$ cat config.mk
export PLATFORM = sky130hd
export DESIGN_NAME = mouse_delta_smoother_core
export DESIGN_NICKNAME = d
export VERILOG_FILES = /design/src/design/mds_pkg.sv /design/src/design/mouse_delta_smoother_core.sv
export SDC_FILE = /design/constraint.sdc
export NUM_CORES = 2
export LEC_CHECK = 0
export BUFFER_PORTS_ARGS = -buffer_cell sky130_fd_sc_hd__buf_2
export CAP_MARGIN = 30
export CORE_MARGIN = 1
export CORE_UTILIZATION = 57
export CTS_BUF_LIST = sky130_fd_sc_hd__clkbuf_4 sky130_fd_sc_hd__clkbuf_8 sky130_fd_sc_hd__clkbuf_16
export CTS_CLUSTER_SIZE = 8
export DETAILED_ROUTE_END_ITERATION = 16
export PLACE_DENSITY = 0.82
export REMOVE_ABC_BUFFERS = 1
export SLEW_MARGIN = 15
export SYNTH_ARGS = -nofsm -noshare
export SYNTH_HDL_FRONTEND = slang
export SYNTH_SLANG_ARGS = --single-unit
export TNS_END_PERCENT = 1
$ cat constraint.sdc
create_clock -name clock -period 9.6 [get_ports clock]
set_input_delay 0.48 -clock clock [delete_from_list [all_inputs] [get_ports clock]]
set_output_delay 0.48 -clock clock [all_outputs]
set_load 0.05 [all_outputs]
$ cat src/design/mds_pkg.sv
`default_nettype none

package mds_pkg;

   localparam int REQ_DATA_W = 96;
   localparam int RSP_DATA_W = 32;
   localparam int CSR_IDX_W  = 4;
   localparam int CSR_DATA_W = 16;

   localparam logic REQ_MOVE = 1'b0;
   localparam logic REQ_TICK = 1'b1;

   localparam logic [CSR_IDX_W-1:0] CSR_CLIP_LEFT   = 4'd0;
   localparam logic [CSR_IDX_W-1:0] CSR_CLIP_TOP    = 4'd1;
   localparam logic [CSR_IDX_W-1:0] CSR_CLIP_WIDTH  = 4'd2;
   localparam logic [CSR_IDX_W-1:0] CSR_CLIP_HEIGHT = 4'd3;

   localparam int AGE_SPAN = 100;
   localparam int TW_W     = 7;
   localparam int PROD_W   = 24;
   localparam int Q_FRAC_W = 14;
   localparam int Q_ONE    = 16384;

endpackage

`default_nettype wire

$ cat src/design/mouse_delta_smoother_core.sv
// Smooths relative mouse motion for a frame-driven consumer. Move events (req_tuser 0) are
// dropped when the clip rectangle is enabled and the pointer lies outside it; otherwise the
// negated motion replaces the pending delta. A frame tick (req_tuser 1) stores the pending
// delta and time in a ring of HISTORY_DEPTH entries, forms the sum of deltas weighted by
// recency (halving per older entry) and by max(0, 100 - age_ms), divides by 100, by the
// depth and by 2**(HISTORY_DEPTH - 1), clamps to [-1, 1] and returns both axes in Q2.14.
// A move is taken and the block stays ready. A tick keeps the input off until its result
// is pushed: one history entry is read and multiplied per cycle, newest first, through a
// three stage walk, then each axis passes the ABS, LOAD, DIV and SIGN states, divided by
// a reciprocal multiplication by the constant divisor with rounding, and the PUSH state
// pushes the result. A finished result waits in the output register while new items are
// taken; a further tick waits before its push until that result has been taken.
`default_nettype none

module mouse_delta_smoother_core #(
   parameter int HISTORY_DEPTH = 10
) (
   input  wire logic                             clock,
   input  wire logic                             reset,
   input  wire logic                             req_tvalid,
   output logic                                  req_tready,
   // pos_x, pos_y, move_dx, move_dy, time_ms
   input  wire logic [mds_pkg::REQ_DATA_W-1:0]   req_tdata,
   // req_type
   input  wire logic                             req_tuser,
   output logic                                  rsp_tvalid,
   input  wire logic                             rsp_tready,
   // axis_x, axis_y
   output logic [mds_pkg::RSP_DATA_W-1:0]        rsp_tdata,
   input  wire logic                             csr_valid,
   output logic                                  csr_ready,
   input  wire logic [mds_pkg::CSR_IDX_W-1:0]    csr_index,
   input  wire logic [mds_pkg::CSR_DATA_W-1:0]   csr_data
);

   localparam int IDX_W = $clog2(HISTORY_DEPTH);
   localparam int CNT_W = $clog2(HISTORY_DEPTH + 1);
   localparam int ACC_W = HISTORY_DEPTH + 24;
   localparam int NUM_W = ACC_W + 15;
   localparam logic [NUM_W-1:0] DEN =
      NUM_W'(mds_pkg::AGE_SPAN * HISTORY_DEPTH) << (HISTORY_DEPTH - 1);
   localparam logic [NUM_W-1:0] DEN_HALF = DEN >> 1;
   localparam int DIV_C   = mds_pkg::AGE_SPAN * HISTORY_DEPTH;
   localparam int DIV_CW  = $clog2(DIV_C);
   localparam int DIV_M_W = mds_pkg::Q_FRAC_W + 1 + DIV_CW;
   localparam int RCP_K   = DIV_M_W + DIV_CW;
   localparam int RCP_W   = DIV_M_W + 2;
   localparam int PRD_W   = DIV_M_W + RCP_W;
   localparam logic [RCP_W-1:0] RCP =
      RCP_W'(((64'd1 << RCP_K) + 64'(DIV_C) - 64'd1) / 64'(DIV_C));

   typedef enum logic [2:0] {
      ST_IDLE,
      ST_WALK,
      ST_ABS,
      ST_LOAD,
      ST_DIV,
      ST_SIGN,
      ST_PUSH
   } state_type;

   state_type                  state_ff, state_in;

   logic [15:0]                clip_left_ff, clip_top_ff, clip_width_ff, clip_height_ff;

   logic signed [15:0]         hist_dx_ff   [HISTORY_DEPTH];
   logic signed [15:0]         hist_dy_ff   [HISTORY_DEPTH];
   logic [31:0]                hist_time_ff [HISTORY_DEPTH];
   logic [HISTORY_DEPTH-1:0]   hist_vld_ff, hist_vld_in;
   logic [IDX_W-1:0]           slot_ff, slot_in;
   logic signed [15:0]         pend_dx_ff, pend_dx_in, pend_dy_ff, pend_dy_in;

   logic [31:0]                now_ff, now_in;
   logic [IDX_W-1:0]           rd_idx_ff, rd_idx_in;
   logic [CNT_W-1:0]           iss_cnt_ff, iss_cnt_in;
   logic                       s1_vld_ff, s1_vld_in, s2_vld_ff, s2_vld_in;
   logic [mds_pkg::TW_W-1:0]   s1_tw_ff, s1_tw_in;
   logic signed [15:0]         s1_dx_ff, s1_dx_in, s1_dy_ff, s1_dy_in;
   logic signed [mds_pkg::PROD_W-1:0] s2_px_ff, s2_px_in, s2_py_ff, s2_py_in;
   logic signed [ACC_W-1:0]    acc_x_ff, acc_x_in, acc_y_ff, acc_y_in;

   logic                       axis_sel_ff, axis_sel_in;
   logic                       neg_ff, neg_in, sat_ff, sat_in;
   logic [ACC_W-1:0]           mag_ff, mag_in;
   logic [NUM_W-1:0]           num_ff, num_in;
   logic [mds_pkg::Q_FRAC_W:0] q_ff, q_in;
   logic signed [15:0]         axis_x_ff, axis_x_in, axis_y_ff, axis_y_in;

   logic                       rsp_tvalid_ff, rsp_tvalid_in;
   logic [mds_pkg::RSP_DATA_W-1:0] rsp_tdata_ff, rsp_tdata_in;

   logic                       req_xfer, hist_we, issuing, in_clip, clip_on;
   logic [15:0]                pos_x, pos_y;
   logic signed [15:0]         move_dx, move_dy;
   logic [31:0]                time_ms, age;
   logic [16:0]                lim_x, lim_y;
   logic signed [ACC_W-1:0]    acc_sel;
   logic signed [mds_pkg::PROD_W-1:0] tw_ext;
   logic [mds_pkg::Q_FRAC_W:0] q_mag;
   logic signed [15:0]         q_res;
   logic [DIV_M_W-1:0]         div_m;
   logic [PRD_W-1:0]           div_prod;

   assign pos_x   = req_tdata[15:0];
   assign pos_y   = req_tdata[31:16];
   assign move_dx = req_tdata[47:32];
   assign move_dy = req_tdata[63:48];
   assign time_ms = req_tdata[95:64];

   assign req_tready = (state_ff == ST_IDLE);
   assign req_xfer   = req_tvalid && req_tready;
   assign csr_ready  = 1'b1;
   assign rsp_tvalid = rsp_tvalid_ff;
   assign rsp_tdata  = rsp_tdata_ff;

   assign lim_x   = {1'b0, clip_left_ff} + {1'b0, clip_width_ff};
   assign lim_y   = {1'b0, clip_top_ff} + {1'b0, clip_height_ff};
   assign clip_on = (clip_width_ff != 16'd0) && (clip_height_ff != 16'd0);
   assign in_clip = (pos_x >= clip_left_ff) && ({1'b0, pos_x} < lim_x) &&
                    (pos_y >= clip_top_ff) && ({1'b0, pos_y} < lim_y);

   assign issuing = (state_ff == ST_WALK) && (iss_cnt_ff != CNT_W'(HISTORY_DEPTH));
   assign age     = now_ff - hist_time_ff[rd_idx_ff];
   assign tw_ext  = mds_pkg::PROD_W'({1'b0, s1_tw_ff});
   assign acc_sel = axis_sel_ff ? acc_y_ff : acc_x_ff;
   assign div_m    = DIV_M_W'(num_ff >> (HISTORY_DEPTH - 1));
   assign div_prod = {{RCP_W{1'b0}}, div_m} * {{DIV_M_W{1'b0}}, RCP};
   assign q_mag   = sat_ff ? (mds_pkg::Q_FRAC_W + 1)'(mds_pkg::Q_ONE) : q_ff;
   assign q_res   = neg_ff ? -16'(q_mag) : 16'(q_mag);

   always_comb begin
      state_in      = state_ff;
      hist_vld_in   = hist_vld_ff;
      hist_we       = 1'b0;
      slot_in       = slot_ff;
      pend_dx_in    = pend_dx_ff;
      pend_dy_in    = pend_dy_ff;
      now_in        = now_ff;
      rd_idx_in     = rd_idx_ff;
      iss_cnt_in    = iss_cnt_ff;
      s1_vld_in     = 1'b0;
      s1_tw_in      = s1_tw_ff;
      s1_dx_in      = s1_dx_ff;
      s1_dy_in      = s1_dy_ff;
      s2_vld_in     = s1_vld_ff;
      s2_px_in      = s1_dx_ff * tw_ext;
      s2_py_in      = s1_dy_ff * tw_ext;
      acc_x_in      = acc_x_ff;
      acc_y_in      = acc_y_ff;
      axis_sel_in   = axis_sel_ff;
      neg_in        = neg_ff;
      sat_in        = sat_ff;
      mag_in        = mag_ff;
      num_in        = num_ff;
      q_in          = q_ff;
      axis_x_in     = axis_x_ff;
      axis_y_in     = axis_y_ff;
      rsp_tvalid_in = rsp_tvalid_ff && !rsp_tready;
      rsp_tdata_in  = rsp_tdata_ff;

      if (s2_vld_ff) begin
         acc_x_in = (acc_x_ff <<< 1) + ACC_W'(s2_px_ff);
         acc_y_in = (acc_y_ff <<< 1) + ACC_W'(s2_py_ff);
      end

      case (state_ff)
         ST_IDLE: begin
            if (req_xfer && req_tuser == mds_pkg::REQ_MOVE) begin
               if (!clip_on || in_clip) begin
                  pend_dx_in = (move_dx == 16'sh8000) ? 16'sh7fff : -move_dx;
                  pend_dy_in = (move_dy == 16'sh8000) ? 16'sh7fff : -move_dy;
               end
            end else if (req_xfer) begin
               hist_we              = 1'b1;
               hist_vld_in[slot_ff] = 1'b1;
               slot_in    = (slot_ff == IDX_W'(HISTORY_DEPTH - 1)) ? '0 : slot_ff + 1'b1;
               rd_idx_in  = slot_ff;
               pend_dx_in = '0;
               pend_dy_in = '0;
               now_in     = time_ms;
               iss_cnt_in = '0;
               acc_x_in   = '0;
               acc_y_in   = '0;
               state_in   = ST_WALK;
            end
         end
         ST_WALK: begin
            if (issuing) begin
               s1_vld_in  = 1'b1;
               s1_dx_in   = hist_vld_ff[rd_idx_ff] ? hist_dx_ff[rd_idx_ff] : '0;
               s1_dy_in   = hist_vld_ff[rd_idx_ff] ? hist_dy_ff[rd_idx_ff] : '0;
               s1_tw_in   = (hist_vld_ff[rd_idx_ff] && age < 32'(mds_pkg::AGE_SPAN)) ?
                            mds_pkg::TW_W'(32'(mds_pkg::AGE_SPAN) - age) : '0;
               rd_idx_in  = (rd_idx_ff == '0) ? IDX_W'(HISTORY_DEPTH - 1) : rd_idx_ff - 1'b1;
               iss_cnt_in = iss_cnt_ff + 1'b1;
            end else if (!s1_vld_ff && !s2_vld_ff) begin
               axis_sel_in = 1'b0;
               state_in    = ST_ABS;
            end
         end
         ST_ABS: begin
            neg_in   = acc_sel[ACC_W-1];
            mag_in   = acc_sel[ACC_W-1] ? ACC_W'(-acc_sel) : ACC_W'(acc_sel);
            state_in = ST_LOAD;
         end
         ST_LOAD: begin
            num_in   = (NUM_W'(mag_ff) << mds_pkg::Q_FRAC_W) + DEN_HALF;
            sat_in   = (NUM_W'(mag_ff) >= DEN);
            state_in = ST_DIV;
         end
         ST_DIV: begin
            q_in     = div_prod[RCP_K +: mds_pkg::Q_FRAC_W + 1];
            state_in = ST_SIGN;
         end
         ST_SIGN: begin
            if (!axis_sel_ff) begin
               axis_x_in   = q_res;
               axis_sel_in = 1'b1;
               state_in    = ST_ABS;
            end else begin
               axis_y_in = q_res;
               state_in  = ST_PUSH;
            end
         end
         ST_PUSH: begin
            if (!rsp_tvalid_ff || rsp_tready) begin
               rsp_tvalid_in = 1'b1;
               rsp_tdata_in  = {axis_y_ff, axis_x_ff};
               state_in      = ST_IDLE;
            end
         end
         default: begin
            state_in = ST_IDLE;
         end
      endcase
   end

   always_ff @(posedge clock) begin
      if (reset) begin
         state_ff       <= ST_IDLE;
         clip_left_ff   <= '0;
         clip_top_ff    <= '0;
         clip_width_ff  <= '0;
         clip_height_ff <= '0;
         hist_vld_ff    <= '0;
         slot_ff        <= '0;
         pend_dx_ff     <= '0;
         pend_dy_ff     <= '0;
         iss_cnt_ff     <= '0;
         s1_vld_ff      <= 1'b0;
         s2_vld_ff      <= 1'b0;
         rsp_tvalid_ff  <= 1'b0;
      end else begin
         state_ff      <= state_in;
         hist_vld_ff   <= hist_vld_in;
         slot_ff       <= slot_in;
         pend_dx_ff    <= pend_dx_in;
         pend_dy_ff    <= pend_dy_in;
         iss_cnt_ff    <= iss_cnt_in;
         s1_vld_ff     <= s1_vld_in;
         s2_vld_ff     <= s2_vld_in;
         rsp_tvalid_ff <= rsp_tvalid_in;
         if (csr_valid && csr_ready) begin
            case (csr_index)
               mds_pkg::CSR_CLIP_LEFT:   clip_left_ff   <= csr_data;
               mds_pkg::CSR_CLIP_TOP:    clip_top_ff    <= csr_data;
               mds_pkg::CSR_CLIP_WIDTH:  clip_width_ff  <= csr_data;
               mds_pkg::CSR_CLIP_HEIGHT: clip_height_ff <= csr_data;
               default: ;
            endcase
         end
         if (hist_we) begin
            hist_dx_ff[slot_ff]   <= pend_dx_ff;
            hist_dy_ff[slot_ff]   <= pend_dy_ff;
            hist_time_ff[slot_ff] <= time_ms;
         end
      end
      now_ff       <= now_in;
      rd_idx_ff    <= rd_idx_in;
      s1_tw_ff     <= s1_tw_in;
      s1_dx_ff     <= s1_dx_in;
      s1_dy_ff     <= s1_dy_in;
      s2_px_ff     <= s2_px_in;
      s2_py_ff     <= s2_py_in;
      acc_x_ff     <= acc_x_in;
      acc_y_ff     <= acc_y_in;
      axis_sel_ff  <= axis_sel_in;
      neg_ff       <= neg_in;
      sat_ff       <= sat_in;
      mag_ff       <= mag_in;
      num_ff       <= num_in;
      q_ff         <= q_in;
      axis_x_ff    <= axis_x_in;
      axis_y_ff    <= axis_y_in;
      rsp_tdata_ff <= rsp_tdata_in;
   end

endmodule

`default_nettype wire

# Word level (Yosys, flattened, before mapping)

Memory sizes are Yosys's and may differ from the RTL's. A register that Yosys moved wholly into a read port is not among the register bits.
Cells that the tools add are included.

Add/subtract/negate cells: 14
$mul: 3
$lt $le $gt $ge: 9
Eq/ne operators: 20
Multiplexer cells: 53
Bitwise operators: 5
Reductions and logical operators: 42

Operator list:

| cell                                                                                   | number |
|---|---|
| 34-bit 2-to-1 mux                                                                      | 9 |
| 16-bit 2-to-1 mux                                                                      | 8 |
| 34-bit by 24-bit adder with 34-bit output                                              | 2 |
| 25-bit by 26-bit multiplier with 50-bit output (second input constant)                 | 1 |
| 16-bit by 8-bit multiplier with 24-bit output                                          | 2 |
| 4-bit 2-to-1 mux                                                                       | 9 |
| 16-bit by 16-bit adder with 17-bit output                                              | 2 |
| 34-bit by 18-bit adder with 34-bit output (second input constant)                      | 1 |
| 34-bit by 19-bit greater-or-equal comparator with 1-bit output (second input constant) | 1 |
| 16-bit by 17-bit less-than comparator with 1-bit output                                | 2 |
| 34-bit negation                                                                        | 1 |
| 33-bit 2-to-1 mux                                                                      | 1 |
| 16-bit == test (second input constant)                                                 | 2 |
| 16-bit greater-or-equal comparator                                                     | 2 |
| 32-bit by 7-bit less-than comparator with 1-bit output (second input constant)         | 1 |
| 16-bit negation                                                                        | 2 |
| 16-bit nonzero test                                                                    | 2 |
| 32-bit subtractor                                                                      | 1 |
| 3-bit case mux with 7 select lines                                                     | 1 |
| 3-bit 2-to-1 mux                                                                       | 6 |
| 15-bit negation with 16-bit output                                                     | 1 |
| 4-bit case mux with 2 select lines                                                     | 2 |
| 2-bit AND reduction                                                                    | 8 |
| 15-bit 2-to-1 mux                                                                      | 1 |
| 30 further kinds                                                                       | 78 |

Bits in registers: 429
Memory bits (writable): 640
Bits of input ports: 122
Output and inout port bits: 35
Word-level logic and storage cells: 179
Memories: 3

Memories:

| name         | depth | bits a word | read ports | clocked after memory_dff | wr ports | line                            | text |
|---|---|---|---|---|---|---|---|
| hist_time_ff | 10    | 32          | 1          | 1                        | 1        | mouse_delta_smoother_core.sv:68 | `logic [31:0] hist_time_ff [HISTORY_DEPTH];` |
| hist_dx_ff   | 10    | 16          | 1          | 1                        | 1        | mouse_delta_smoother_core.sv:66 | `logic signed [15:0] hist_dx_ff [HISTORY_DEPTH];` |
| hist_dy_ff   | 10    | 16          | 1          | 1                        | 1        | mouse_delta_smoother_core.sv:67 | `logic signed [15:0] hist_dy_ff [HISTORY_DEPTH];` |

# Depth between registers and ports, before layout

Word-level depth: 8
Gate-level depth with buffers: 25
Mapped depth without buffers: 25

# Worst setup path after synthesis

No wires, ideal clock.

Path kind: reg-to-reg
Start point: reg state_ff[1]
End point: mem hist_dx_ff[9][0] (enable)
Setup time: 0.647 ns
Arrival time: 8.272 ns
Data required time: 8.953 ns
Slack: 0.681 ns
Cell stages (with the launch flop): 6
Buffers on the path: 1
Clock period less this slack: 8.919 ns
Path through: dfxtp_1 clkbuf_1 nor3_1 and2_1 nand2_1 nor4_1

Cells in the longest elaborated chain, start to end: 8
Elaborated cells on any way between the ends: 9
Classes of those cells: mux: 6; reduce/logical: 3

RTL lines:

| item                                                         | line                                                               | text |
|---|---|---|
| from (decl)                                                  | mouse_delta_smoother_core.sv:62                                    | `state_type state_ff, state_in;` |
| from (signal assigned)                                       | mouse_delta_smoother_core.sv:254                                   | `state_ff <= state_in;` |
| 3-bit zero test *                                            | mouse_delta_smoother_core.sv:110                                   | `assign req_tready = (state_ff == ST_IDLE);` |
| named net req_tready                                         | mouse_delta_smoother_core.sv:21                                    | `output logic req_tready,` |
| 1-bit logical AND                                            | mouse_delta_smoother_core.sv:111                                   | `assign req_xfer = req_tvalid && req_tready;` |
| 1-bit 2-to-1 mux / 1-bit logical AND (equally long branches) | mouse_delta_smoother_core.sv:173, mouse_delta_smoother_core.sv:168 |  |
| 1-bit 2-to-1 mux                                             | mouse_delta_smoother_core.sv:168                                   | `if (req_xfer && req_tuser == mds_pkg::REQ_MOVE) begin` |
| 1-bit 2-to-1 mux *                                           | mouse_delta_smoother_core.sv:166                                   | `case (state_ff)` |
| 1-bit 2-to-1 mux *                                           | mouse_delta_smoother_core.sv:272                                   | `if (hist_we) begin` |
| 1-bit 2-to-1 mux *                                           | mouse_delta_smoother_core.sv:239                                   | `if (reset) begin` |
| 1-bit 2-to-1 mux (not written as such) *                     | mouse_delta_smoother_core.sv:273                                   | `hist_dx_ff[slot_ff] <= pend_dx_ff;` |
| to (decl)                                                    | mouse_delta_smoother_core.sv:66                                    |  |

Mark *: on every way through the listed nets, which the timed path passes. The rest lies on a longest branch.

# Final worst setup path

Start point: reg num_ff[25]
End point: reg q_ff[12] (netlist bit), data pin

Cells in the longest elaborated chain, start to end: 1

RTL lines:

| item                                           | line                             | text |
|---|---|---|
| from (decl)                                    | mouse_delta_smoother_core.sv:85  | `logic [NUM_W-1:0] num_ff, num_in;` |
| from (signal assigned)                         | mouse_delta_smoother_core.sv:291 | `num_ff <= num_in;` |
| 25-bit by 26-bit multiplier with 50-bit output | mouse_delta_smoother_core.sv:127 | `assign div_prod = {{RCP_W{1'b0}}, div_m} * {{DIV_M_W{1'b0}}, RCP};` |
| named net div_prod[47]                         | mouse_delta_smoother_core.sv:102 | `logic [PRD_W-1:0] div_prod;` |
| to (signal assigned)                           | mouse_delta_smoother_core.sv:292 | `q_ff <= q_in;` |
| to (decl)                                      | mouse_delta_smoother_core.sv:86  | `logic [mds_pkg::Q_FRAC_W:0] q_ff, q_in;` |

The timed path passes the listed nets, and every way through them passes these cells.
A chain may end at the register's enable or synchronous reset.

==> flow_metrics.tcl <==
set metrics [dict create \
    timing.final.hold_violations 0 \
    overflow 0 \
    period_share_pct 76.2 \
    synth_ff_type "edfxtp_1" \
    fin_nets 6428 \
    drtIter0Drc 3357 \
    io_buffers 155 \
    layout-drive-gt1-share_pct 12.1 \
    whs_ns 0.0382 \
    start_util_pct 57.6 \
    drcViolationCount 0 \
    hold_path.class "in -> reg" \
    tns_ns 0 \
    synth_top_family_by_area "adder cells" \
    totalWireLength_mm 145 \
    synth_cells 5230 \
    dr.pass1.iters 6 \
    critPathMostFrequentCell "fa_1" \
    fillers 7938 \
    io_pins 157 \
    crit_slowest_cell "edfxtp_1" \
    fmax_mhz 137 \
    clk_pin_slew_ns 0.05 \
    vias 41300 \
    synth_compound_area_share_pct 7.86 \
    clk_path_buf_depth 3 \
    path_cells "fa_1 -> fa_1 -> fa_1 -> fa_1 -> inv_1 -> fa_1 -> inv_1 -> fa_1 -> fa_1 -> ha_1 -> nor2b_1 -> a2111oi_0 -> a21boi_1 -> a21oi_1 -> o21ai_1 -> o21ai_1 -> o2111ai_1 -> o21ba_1 -> or4b_1 -> o2111ai_1" \
    grt_max_degree 73 \
    hold_buffers 7 \
    worstPathRequired_ns 10.19 \
    avgViaCountPerCell 5.86 \
    ir_drop_mv 0.407 \
    cp_slowest_stage_delay_ns 0.60 \
    cp_max_fo 7 \
    crit_path_end_kind "register" \
    row_count 123 \
    dp_hpwl_mm 97.3 \
    cts-root-buf "clkbuf_16" \
    synth_edf_count 851 \
    cts_buffers 155 \
    core-area_um2 113000 \
    finalMaxSlewViolations 0 \
    synth_simple_gate_area_share_pct 8.41 \
    gp_congestion 0.924 \
    cp.arrival_ns 7.90 \
    outcome "completed" \
    relSlewSlack_pct 30.1 \
    ys_ff_latch 1091 \
    rsz0062_at_grt "false" \
    postCtsResizedCells 0 \
    fin_cells 7038 \
    post_cts_buffers 0 \
    yosysSeqAreaShare_pct 46.8 \
    synth-xor-area-share_pct 3.25 \
    p_leak_nw 29.7 \
    finalSetupViolations 0 \
    cts.sinks 1091 \
    grt.total_usage_pct 25.3 \
    yosys.area_share.adder_pct 20.6 \
    chipWidth_um 339 \
    yosysWarnings 0 \
    post_drt_wl_per_cell_um 20.7 \
    synthMuxAreaShare_pct 8.44 \
    grt_pass1_vias 42600 \
    tightest_slew_ns 1.05 \
    yosys.cell_types.count 90 \
    htreeDepth 4 \
    postRouteAntennaNets 0 \
    grt_pass1_wl_mm 230 \
    fin_worst_skew_ns 0.0548 \
    worstSetupStartpointType "register" \
    cts_tree "yes" \
    avgSynthCellArea_um2 12.4 \
    postLayoutCoreUtil_pct 64.3 \
    fp.dieArea_um2 115000 \
    drv_cap 0 \
    path_class "reg -> reg" \
    synthArstFlopShare_pct 0 \
    die_h_um 339 \
    worstSkewPairLatency_ns 0.77 \
    fin_crit_ns 7.32 \
    powerDensity_nw_per_um2 391 \
    syn_area_um2 64800 \
    antenna_found_initial 10 \
    dp.cells 6773 \
    synthToLayoutAreaGrowth_pct 11.7 \
]
## routing by layer
layer	vias up	part of all wire (%)	global-route usage, %
met3	332	6.0	3.54
met5	-	0.017	0
li1	19000	-	-
met2	1518	50	43.0
met4	4	3.6	10.5
met1	20400	41	32.7
## cell usage after synthesis (all sizes together), types with 124 or more instances
cell type,number,area share (%)
a21oi,179,1.4
and2,182,1.8
clkbuf,124,0.72
dfxtp,240,7.4
edfxtp,851,39
fa,340,10
ha,522,10
inv,639,3.7
mux2i,209,3.2
mux4,131,4.5
nand2,224,1.3
nor2,300,1.7
o21ai,165,1.3
xnor2,155,2.1
## stage by stage
stage          setup WS, ns  power (mW)  cell area [um2]
2_1_floorplan         0.599        19.1            64200
3_3_place_gp           2.30        22.2            67300
3_5_place_dp           2.26        22.9            67400
4_1_cts                2.23        28.3            72300
5_1_grt                1.87        30.8            72400
6_report               2.28        28.3            72400
## kinds of logic after synthesis
group                    Yosys count
other                              1
flip-flops                      1091
multiplexers                     378
XOR/XNOR                         240
AO/OA/AOI/OAI                    767
buffers and inverters            801
AND/OR/NAND/NOR                 1090
adder cells (fa/ha/maj)          862
## registers in the layout (all words and copies together) (netlist names), 20 cells and up, named ones only
signal / flops
acc_x_ff: 34
rsp_tdata: 32
mag_ff: 34
hist_time_ff: 320
s2_py_ff: 24
now_ff: 32
hist_dx_ff: 160
s2_px_ff: 24
num_ff: 20
hist_dy_ff: 160
acc_y_ff: 34
## cells in the final DEF, fill, tap and decap left out, drive strengths merged, types with 11 or more instances in the layout
master	synthesis	final
a31oi	24	24
nor4	32	32
a2111oi	11	11
mux2i	209	209
nand2	224	224
clkbuf	124	228
o21bai	17	17
nand4	29	29
nor2	300	300
and2	182	182
o211ai	26	26
o32ai	26	26
o31ai	18	18
a211oi	91	91
edfxtp	851	851
nand2b	42	42
xnor2	155	155
o21a	33	33
mux2	38	38
nand3	43	43
clkinv	1	12
nor3b	19	19
ha	522	522
dfxtp	240	240
o21ai	165	165
nor2b	74	74
xor2	85	85
buf	37	211
fa	340	340
nor3	73	73
or3	17	17
inv	639	643
a21o	94	94
a21oi	179	179
and3	19	19
mux4	131	131
## critical path, delay by kind of cell, from the launching register on
family	cells	cell delay, ns
buffers and inverters	2	0.11
and+or+nand+nor	2	0.63
AOI/OAI and AO/OA	8	1.99
DFF	1	0.60
adders and majority gates	8	3.84
## area by class of cell
cell class              count  area (um2)  share of cell area [%]
inverters                 640        2400                    3.32
well taps                1500        1880                    2.59
clock buffers             228        4450                    6.14
diodes                      7        17.5                  0.0242
repair buffers            218        1400                    1.93
multi-input cells        3338       31600                    43.6
clock inverters            16         347                   0.478
flip-flops and latches   1091       30400                    41.9
## power breakdown
| part | switching (mW) | internal (mW) |
|---|---|---|
| Clock | 2.05 | 3.22 |
| Combinational | 9.35 | 7.28 |
| Sequential | 0.566 | 5.84 |
## worst paths after layout
check	from	slack (ns)	endpoint	depth (start not counted)
setup / recovery	num_ff[25]$_DFFE_PN_	2.28	q_ff[12]$_DFFE_PP_	20
hold / removal	req_tdata[70]	0.04	hist_time_ff[1][6]$_DFFE_PP_	1
setup reg to reg	num_ff[25]$_DFFE_PN_	2.28	q_ff[12]$_DFFE_PP_	20
hold reg to reg	axis_y_ff[11]$_DFFE_PP_	0.42	rsp_tdata[27]$_DFFE_PP_	0
Note: power is estimated with default switching activity, not from simulation.
